[src/hdl/srt_pkg.sv]
// Shared types and constants for the sorted record table.
// Holds the command and result beat formats, the record layout and the emit request.
// No dependencies.
`default_nettype none

package srt_pkg;

  localparam int FILL_W      = 7;
  localparam int MAX_RESULTS = 64;
  localparam int MATCH_W     = $clog2(MAX_RESULTS + 1);

  typedef enum logic [1:0] {
    CMD_INSERT = 2'd0,
    CMD_DELETE = 2'd1,
    CMD_SEARCH = 2'd2,
    CMD_DUMP   = 2'd3
  } cmd_e;

  typedef enum logic [1:0] {
    ST_OK    = 2'd0,
    ST_FULL  = 2'd1,
    ST_EMPTY = 2'd2,
    ST_MISS  = 2'd3
  } status_e;

  typedef struct packed {
    cmd_e        cmd;
    logic [15:0] rec_key;
    logic [15:0] dest_code;
    logic [15:0] kind_code;
  } item_t;

  typedef struct packed {
    status_e           status;
    logic [15:0]       out_key;
    logic [15:0]       out_dest;
    logic [15:0]       out_kind;
    logic [FILL_W-1:0] fill_count;
    logic              last;
  } res_t;

  typedef struct packed {
    logic [15:0] key;
    logic [15:0] dest;
    logic [15:0] kind;
  } rec_t;

  // Request from the sequencer to the result stage.
  typedef struct packed {
    logic              push;      // hold this record, release the held one
    logic              close;     // emit the final beat of the item
    logic              use_pend;  // on close, prefer the held record if any
    status_e           status;
    rec_t              rec;
    logic [FILL_W-1:0] fill;
  } emit_req_t;

  function automatic res_t make_res(input status_e s, input rec_t r,
                                    input logic [FILL_W-1:0] f, input logic l);
    res_t res;
    res.status     = s;
    res.out_key    = r.key;
    res.out_dest   = r.dest;
    res.out_kind   = r.kind;
    res.fill_count = f;
    res.last       = l;
    return res;
  endfunction

endpackage

`default_nettype wire

[src/hdl/srt_mem.sv]
// Record memory of the sorted record table: one write port, one read port.
// Read data is registered. Depends on srt_pkg.
`default_nettype none

module srt_mem #(
  parameter int DEPTH = 64,
  parameter int AW    = 6
) (
  input  logic           clk_i,
  input  logic           we_i,
  input  logic [AW-1:0]  waddr_i,
  input  srt_pkg::rec_t  wdata_i,
  input  logic           re_i,
  input  logic [AW-1:0]  raddr_i,
  output srt_pkg::rec_t  rdata_o
);
  import srt_pkg::*;

  rec_t ram_q [DEPTH];
  rec_t rdata_q;

  always_ff @(posedge clk_i) begin
    if (we_i) begin
      ram_q[waddr_i] <= wdata_i;
    end
    if (re_i) begin
      rdata_q <= ram_q[raddr_i];
    end
  end

  assign rdata_o = rdata_q;

endmodule

`default_nettype wire

[src/hdl/srt_emit.sv]
// Result stage of the sorted record table: holds one matched record back so
// that the final beat of an item can carry last. Depends on srt_pkg.
`default_nettype none

module srt_emit (
  input  logic               clk_i,
  input  logic               rst_ni,
  input  srt_pkg::emit_req_t req_i,
  output logic               valid_o,
  output srt_pkg::res_t      res_o
);
  import srt_pkg::*;

  logic pend_v_q, pend_v_d;
  rec_t pend_q, pend_d;
  logic valid_q, valid_d;
  res_t res_q, res_d;

  always_comb begin
    pend_v_d = pend_v_q;
    pend_d   = pend_q;
    valid_d  = 1'b0;
    res_d    = res_q;
    if (req_i.push) begin
      pend_d   = req_i.rec;
      pend_v_d = 1'b1;
      if (pend_v_q) begin
        valid_d = 1'b1;
        res_d   = make_res(ST_OK, pend_q, req_i.fill, 1'b0);
      end
    end else if (req_i.close) begin
      valid_d  = 1'b1;
      pend_v_d = 1'b0;
      if (req_i.use_pend && pend_v_q) begin
        res_d = make_res(ST_OK, pend_q, req_i.fill, 1'b1);
      end else begin
        res_d = make_res(req_i.status, req_i.rec, req_i.fill, 1'b1);
      end
    end
  end

  always_ff @(posedge clk_i or negedge rst_ni) begin
    if (!rst_ni) begin
      pend_v_q <= 1'b0;
      valid_q  <= 1'b0;
    end else begin
      pend_v_q <= pend_v_d;
      valid_q  <= valid_d;
    end
  end

  always_ff @(posedge clk_i) begin
    pend_q <= pend_d;
    res_q  <= res_d;
  end

  assign valid_o = valid_q;
  assign res_o   = res_q;

endmodule

`default_nettype wire

[src/hdl/sorted_record_table.sv]
// Top level of the sorted record table: command sequencer over the record memory.
// Depends on srt_pkg, srt_mem and srt_emit.
//
//   Channel   Ports                    Handshake
//   command   start, busy, item_i      beat taken when start is high and busy is low
//   result    res_valid_o, res_o       one-cycle strobe, receiver cannot stall
//
// An insert walks down from the top entry, moving each record whose key is not smaller
// up by one; delete, search and dump walk the whole table while busy is high.
// The walks are paced by the single memory read port, which delivers one record
// per cycle. A full insert, or a delete, search or dump on an empty table,
// answers without raising busy.
// The final result beat appears in the cycle busy drops, and a new command may be
// taken in that same cycle. Reset empties the table at once; no clearing pass.
`default_nettype none

module sorted_record_table #(
  parameter int CAPACITY = 64
) (
  input  logic           clk_i,
  input  logic           rst_ni,
  input  logic           start,
  output logic           busy,
  input  srt_pkg::item_t item_i,
  output logic           res_valid_o,
  output srt_pkg::res_t  res_o
);
  import srt_pkg::*;

  // Address width for the entries, count width so that the full count fits.
  localparam int AW = (CAPACITY > 1) ? $clog2(CAPACITY) : 1;
  localparam int CW = $clog2(CAPACITY + 1);

  typedef enum logic [1:0] {
    S_IDLE,
    S_INS,
    S_SCAN
  } state_e;

  state_e             state_q, state_d;
  logic [CW-1:0]      cnt_q, cnt_d;        // records held
  logic [CW-1:0]      idx_q, idx_d;        // next entry to read
  logic               rd_v_q, rd_v_d;      // read issued in the previous cycle
  logic [AW-1:0]      rd_idx_q, rd_idx_d;  // entry that read targets
  logic               found_q, found_d;    // delete has met its key
  logic [MATCH_W-1:0] nmatch_q, nmatch_d;  // search or dump results taken so far
  item_t              item_q, item_d;

  logic          mem_we;
  logic [AW-1:0] mem_waddr;
  rec_t          mem_wdata;
  logic          mem_re;
  logic [AW-1:0] mem_raddr;
  rec_t          mem_rdata;

  emit_req_t     req;
  rec_t          new_rec;
  logic [CW-1:0] idx_m1;
  logic [CW-1:0] cnt_p1;
  logic [CW-1:0] cnt_m1;
  logic          hit;

  // The fill count reported is the record count cut to its low seven bits.
  function automatic logic [FILL_W-1:0] fill_of(input logic [CW-1:0] c);
    logic [FILL_W+CW-1:0] w;
    w = {{FILL_W{1'b0}}, c};
    return w[FILL_W-1:0];
  endfunction

  assign new_rec = '{key: item_q.rec_key, dest: item_q.dest_code, kind: item_q.kind_code};
  assign idx_m1  = idx_q - 1'b1;
  assign cnt_p1  = cnt_q + 1'b1;
  assign cnt_m1  = cnt_q - 1'b1;

  // A dump takes every entry, a search only those whose destination matches.
  assign hit = (item_q.cmd == CMD_DUMP) || (mem_rdata.dest == item_q.dest_code);

  always_comb begin
    state_d   = state_q;
    cnt_d     = cnt_q;
    idx_d     = idx_q;
    rd_v_d    = 1'b0;
    rd_idx_d  = rd_idx_q;
    found_d   = found_q;
    nmatch_d  = nmatch_q;
    item_d    = item_q;
    mem_we    = 1'b0;
    mem_waddr = rd_idx_q;
    mem_wdata = mem_rdata;
    mem_re    = 1'b0;
    mem_raddr = idx_q[AW-1:0];
    req       = '0;
    req.status = ST_OK;
    req.fill  = fill_of(cnt_q);

    case (state_q)
      S_IDLE: begin
        if (start) begin
          item_d   = item_i;
          idx_d    = '0;
          found_d  = 1'b0;
          nmatch_d = '0;
          if (item_i.cmd == CMD_INSERT) begin
            if (cnt_q >= CW'(CAPACITY)) begin
              req.close  = 1'b1;
              req.status = ST_FULL;
            end else begin
              // Walk down from the top entry, moving each key not smaller than the new one up by one.
              idx_d   = cnt_q;
              state_d = S_INS;
            end
          end else if (cnt_q == '0) begin
            req.close  = 1'b1;
            req.status = ST_EMPTY;
          end else begin
            state_d = S_SCAN;
          end
        end
      end

      S_INS: begin
        if ((rd_v_q && (mem_rdata.key < item_q.rec_key)) || (!rd_v_q && (idx_q == '0))) begin
          // The slot is just above the last entry read, or the bottom of the table.
          mem_we     = 1'b1;
          mem_waddr  = rd_v_q ? AW'(rd_idx_q + 1'b1) : '0;
          mem_wdata  = new_rec;
          cnt_d      = cnt_p1;
          req.close  = 1'b1;
          req.status = ST_OK;
          req.rec    = new_rec;
          req.fill   = fill_of(cnt_p1);
          state_d    = S_IDLE;
        end else begin
          if (rd_v_q) begin
            mem_we    = 1'b1;
            mem_waddr = AW'(rd_idx_q + 1'b1);
            mem_wdata = mem_rdata;
          end
          if (idx_q != '0) begin
            mem_re    = 1'b1;
            mem_raddr = idx_m1[AW-1:0];
            idx_d     = idx_m1;
            rd_v_d    = 1'b1;
            rd_idx_d  = idx_m1[AW-1:0];
          end
        end
      end

      S_SCAN: begin
        // Reads run ahead by one entry; writes only go to entries already read.
        if (idx_q < cnt_q) begin
          mem_re    = 1'b1;
          mem_raddr = idx_q[AW-1:0];
          idx_d     = idx_q + 1'b1;
          rd_v_d    = 1'b1;
          rd_idx_d  = idx_q[AW-1:0];
        end
        if (rd_v_q) begin
          if (item_q.cmd == CMD_DELETE) begin
            if (!found_q && (mem_rdata.key == item_q.rec_key)) begin
              found_d  = 1'b1;
              req.push = 1'b1;
              req.rec  = mem_rdata;
            end else if (found_q) begin
              mem_we    = 1'b1;
              mem_waddr = AW'(rd_idx_q - 1'b1);
              mem_wdata = mem_rdata;
            end
          end else if (hit && (nmatch_q < MATCH_W'(MAX_RESULTS))) begin
            req.push = 1'b1;
            req.rec  = mem_rdata;
            nmatch_d = nmatch_q + 1'b1;
          end
        end else if (idx_q == cnt_q) begin
          // Whole table seen: release the held record as the final beat, or miss.
          req.close    = 1'b1;
          req.use_pend = 1'b1;
          req.status   = ST_MISS;
          if (found_q) begin
            cnt_d    = cnt_m1;
            req.fill = fill_of(cnt_m1);
          end
          state_d = S_IDLE;
        end
      end

      default: begin
        state_d = S_IDLE;
      end
    endcase
  end

  always_ff @(posedge clk_i or negedge rst_ni) begin
    if (!rst_ni) begin
      state_q  <= S_IDLE;
      cnt_q    <= '0;
      idx_q    <= '0;
      rd_v_q   <= 1'b0;
      rd_idx_q <= '0;
      found_q  <= 1'b0;
      nmatch_q <= '0;
    end else begin
      state_q  <= state_d;
      cnt_q    <= cnt_d;
      idx_q    <= idx_d;
      rd_v_q   <= rd_v_d;
      rd_idx_q <= rd_idx_d;
      found_q  <= found_d;
      nmatch_q <= nmatch_d;
    end
  end

  always_ff @(posedge clk_i) begin
    item_q <= item_d;
  end

  assign busy = (state_q != S_IDLE);

  srt_mem #(
    .DEPTH (CAPACITY),
    .AW    (AW)
  ) u_mem (
    .clk_i   (clk_i),
    .we_i    (mem_we),
    .waddr_i (mem_waddr),
    .wdata_i (mem_wdata),
    .re_i    (mem_re),
    .raddr_i (mem_raddr),
    .rdata_o (mem_rdata)
  );

  srt_emit u_emit (
    .clk_i   (clk_i),
    .rst_ni  (rst_ni),
    .req_i   (req),
    .valid_o (res_valid_o),
    .res_o   (res_o)
  );

endmodule

`default_nettype wire

[config.mk]
export PLATFORM = sky130hd
export DESIGN_NAME = sorted_record_table
export DESIGN_NICKNAME = d
export VERILOG_FILES = /design/src/hdl/srt_pkg.sv /design/src/hdl/srt_mem.sv /design/src/hdl/srt_emit.sv /design/src/hdl/sorted_record_table.sv
export SDC_FILE = /design/constraint.sdc
export NUM_CORES = 2
export LEC_CHECK = 0
export BUFFER_PORTS_ARGS = -buffer_cell sky130_fd_sc_hd__buf_2
export CORE_MARGIN = 2
export CORE_UTILIZATION = 55
export CTS_CLUSTER_SIZE = 16
export DETAILED_ROUTE_END_ITERATION = 8
export PLACE_DENSITY_LB_ADDON = 0.25
export SLEW_MARGIN = 40
export SYNTH_ARGS = -nofsm -noshare
export SYNTH_HDL_FRONTEND = slang
export SYNTH_SLANG_ARGS = --single-unit
[constraint.sdc]
create_clock -name clk_i -period 9.69 [get_ports clk_i]
set_input_delay 0.969 -clock clk_i [delete_from_list [all_inputs] [get_ports clk_i]]
set_output_delay 0.969 -clock clk_i [all_outputs]
set_load 0.005 [all_outputs]
==> qor.txt <==
Outcome - finished with violations
Failing checks - design-rule violations
Sequential share of the synthesized area - 74.41%
First-pass GRT wire length - 557.5 mm
Maxcap violations - 0
Static Leak - 50.58 nW
Die height - 496.3 µm
Final worst path period share - 74.80%
Crit-path slowest cell - o41ai_2
Tmin final - 7.248 ns
Sink Count - 3309
Syn Nets - 8859
Fmax - 138.0 MHz
Ranking of synthesized cells by area - edfxtp_1 (74%), mux2i_1 (5.7%), nand2_1 (3.7%)
Count of cell types in the netlist - 88
Pin count of the biggest net entering global routing - 134
Mean Syn Cell Area - 15.20 µm²
CTS tree - yes
Dpl hpwl - 221.0 mm
Clk root buf - clkbuf_16
Worst Setup End Kind - flop
Residual DRC - 1
Most common cell in the netlist - edfxtp_1
# port buffers - 112
Max-Slew Margin vs Limit - 36.61%
Clock Latency Late Sink - 1.00 ns
Setup violators final - 0
Worst vdd ir - 325.9 µV
Setup TNS - 0 ns
Post-Syn Area - 133300 µm²
Drt total wl - 392.0 mm
Async S/R FF share, synth - 0.9973%
Core area - 240800 µm²
Final Instance Count excl. Fillers - 12330
Routed wire per std cell - 31.80 µm
PD cells - 344.7 nW/µm²
DIE WIDTH - 496.3 µm
Antenna violations before repair - 18
Worst Path Arrival - 7.96 ns
Clk slew on worst S/H paths - 0.06 ns
Clk buf depth - 4
Cell family with most CP delay - compound AO/OA/AOI/OAI gates
Row count - 180
Synth cell count leaders - edfxtp_1 (3276), nand2_1 (1305), mux2i_1 (753)
Critical Path Max Stage Delay - 0.77 ns
Layout net count - 8985
Worst setup path category - reg2reg
Final Max Tran Viols - 0
GRT Util Overall - 31.22%
Number of synthesized flops with an enable pin - 3276
Top Ports - 113
Cell taking the most area after synthesis - edfxtp_1
Cell Count Post-Placement - 11730
Gr ovfl total - 0
Avg Vias per Cell - 6.770
Layout Skew - 0.05369 ns
Critical Path, Cell by Cell - inv_2 -> ha_2 -> nor4b_4 -> nand2_1 -> and3_1 -> a211o_2 -> nor3_4 -> buf_12 -> buf_16 -> buf_4 -> mux2i_1 -> o22ai_1 -> o41ai_2 -> o32ai_1 -> o21a_1
Worst path buffer plus inverter count - 4
Worst Path Max Fanout - 79
CTS buffer count - 336
Post-synth top area share - 73.79%
Starting Density - 55.37%
Iteration-0 DRC Markers - 12670
Number of synthesized register bits - 3309
Placed inst area - 139000 µm²
Final instance area - 149400 µm²
Synth Warn # - 0
Syn-to-layout area delta - 12.07%
Antenna viol nets, final - 0
Layout cells sized above 1 - 13.66%
Unrepaired setup endpoints after global routing - no
Die area - 246300 µm²
Worst hold-check path type - in2reg
Final GP Congestion - 0.8791
Drt pass-1 iters - 9
Predominant post-synthesis flop cell - edfxtp_1
H-tree Lvls - 5
Post-CTS sizing - 0
Vias in the first global route - 78780
Cells after Synth - 8770
Crit path launch type - flop
Via count - 83460
Required time worst endpoint - 10.40 ns
Actual slew at the worst max-slew pin - 0.9509 ns
Final hold violations - 0
[sequential cells by signal, summed over array words and instances (netlist names)]
| name | cells |
|---|---|
| cnt_q | 7 |
| found_q | 1 |
| idx_q | 7 |
| item_q | 50 |
| nmatch_q | 7 |
| rd_idx_q | 6 |
| rd_v_q | 1 |
| state_q | 2 |
| u_emit.pend_q | 48 |
| u_emit.pend_v_q | 1 |
| u_emit.res_o | 58 |
| u_emit.valid_o | 1 |
| u_mem.ram_q | 3072 |
| u_mem.rdata_o | 48 |
[per-layer routing]
layer | wire length, µm | track usage [%] | vias to the layer above
li1 | - | - | 34630
met1 | 148300 | 43.89 | 41970
met2 | 175500 | 46.91 | 5906
met3 | 52910 | 8.778 | 938
met4 | 15100 | 11.15 | 10
met5 | 81 | 0 | -
[metrics by stage]
step | power (mW) | hold WS [ns] | setup slack, ns | util (%)
3_5_place_dp | 38.73 | 0.5305 | 2.796 | 57.73
4_1_cts | 50.82 | 0.1270 | 2.761 | 61.95
5_1_grt | 52.99 | 0.1501 | 2.339 | 62.05
3_3_place_gp | 38.27 | 0.5268 | 2.415 | 57.28
2_1_floorplan | 31.30 | 0.5049 | 3.363 | -
6_report | 51.50 | 0.1831 | 2.442 | 62.06
[where the power goes]
part | leakage [nW] | internal, mW | switching (mW)
clock | 4.94 | 7.00 | 5.24
sequential | 30.0 | 18.6 | 0.574
combinational | 15.7 | 5.63 | 14.4
total | 50.6 | 31.2 | 20.3
[cells in the final DEF (no fill, tap or decap), types with 65 or more instances in the layout]
cell and n:
mux2_2 153, buf_2 113, clkinv_1 76, clkbuf_1 88
nor2_4 68, o22ai_1 371, nor3_1 65, buf_4 201
mux2i_1 753, nand4_1 101, nand3_1 162, a21oi_1 541
nand2_1 1255, o31ai_1 68, or4_1 82, nor4_1 87
clkbuf_16 346, a22oi_1 68, edfxtp_1 3276, nor2_1 97
o221ai_1 107, o21ai_0 144
[final timing paths]
path                                              from                           to  slack, ns  cells past startpoint
min reg2reg                u_emit.pend_q[45]$_DFFE_PP_   u_emit.res_o[53]$_DFFE_PP_       0.54                      1
max reg2reg                       idx_q[0]$_DFFE_PN0P_  u_mem.rdata_o[37]$_DFFE_PP_       2.44                     15
min                                         item_i[25]         item_q[25]$_DFFE_PP_       0.18                      1
max                               idx_q[0]$_DFFE_PN0P_  u_mem.rdata_o[37]$_DFFE_PP_       2.44                     15
min in group asynchronous                       rst_ni         cnt_q[3]$_DFFE_PN0P_       0.51                      2
max in group asynchronous                       rst_ni         idx_q[0]$_DFFE_PN0P_       8.75                      2
[worst register-to-register path, delay by kind of cell (launching register included)]
family | cells | cell delay (ns)
and+or+nand+nor | 4 | 1.76
buffers and inverters | 4 | 1.94
DFF | 1 | 0.58
AOI/OAI and AO/OA | 5 | 2.09
muxes | 1 | 0.30
adders and majority gates | 1 | 0.32
[final cells by class]
type	count	area [µm²]
Timing Repair Buffer	402	3674
Clock buffer	437	9030
Tap cell	3185	3985
Inverter	45	168.9
Fill cell	17040	91350
Multi-Input combinational cell	4802	32220
Sequential cell	3309	99210
Antenna cell	6	15.01
Clock inverter	142	1104
[cells by family (layout without fill, tap and decap cells)]
logic type	count (synthesis)	in the layout	share of synthesized area, %
multiplexers	908	908	6.971
AO/OA/AOI/OAI	1759	1759	8.860
XOR/XNOR	37	37	0.2431
other	0	6	0
AND/OR/NAND/NOR	2062	2062	6.819
flip-flops	3309	3309	74.41
buffers and inverters	659	1026	2.359
adder cells (fa/ha/maj)	36	36	0.3379
[what timing repair did]
item / in CTS / in global routing
hold buffers: 1 / 0
buffers inserted: 0 / 0
hold endpoints to repair: 33 / 0
Power figures use the tool's default switching activity.
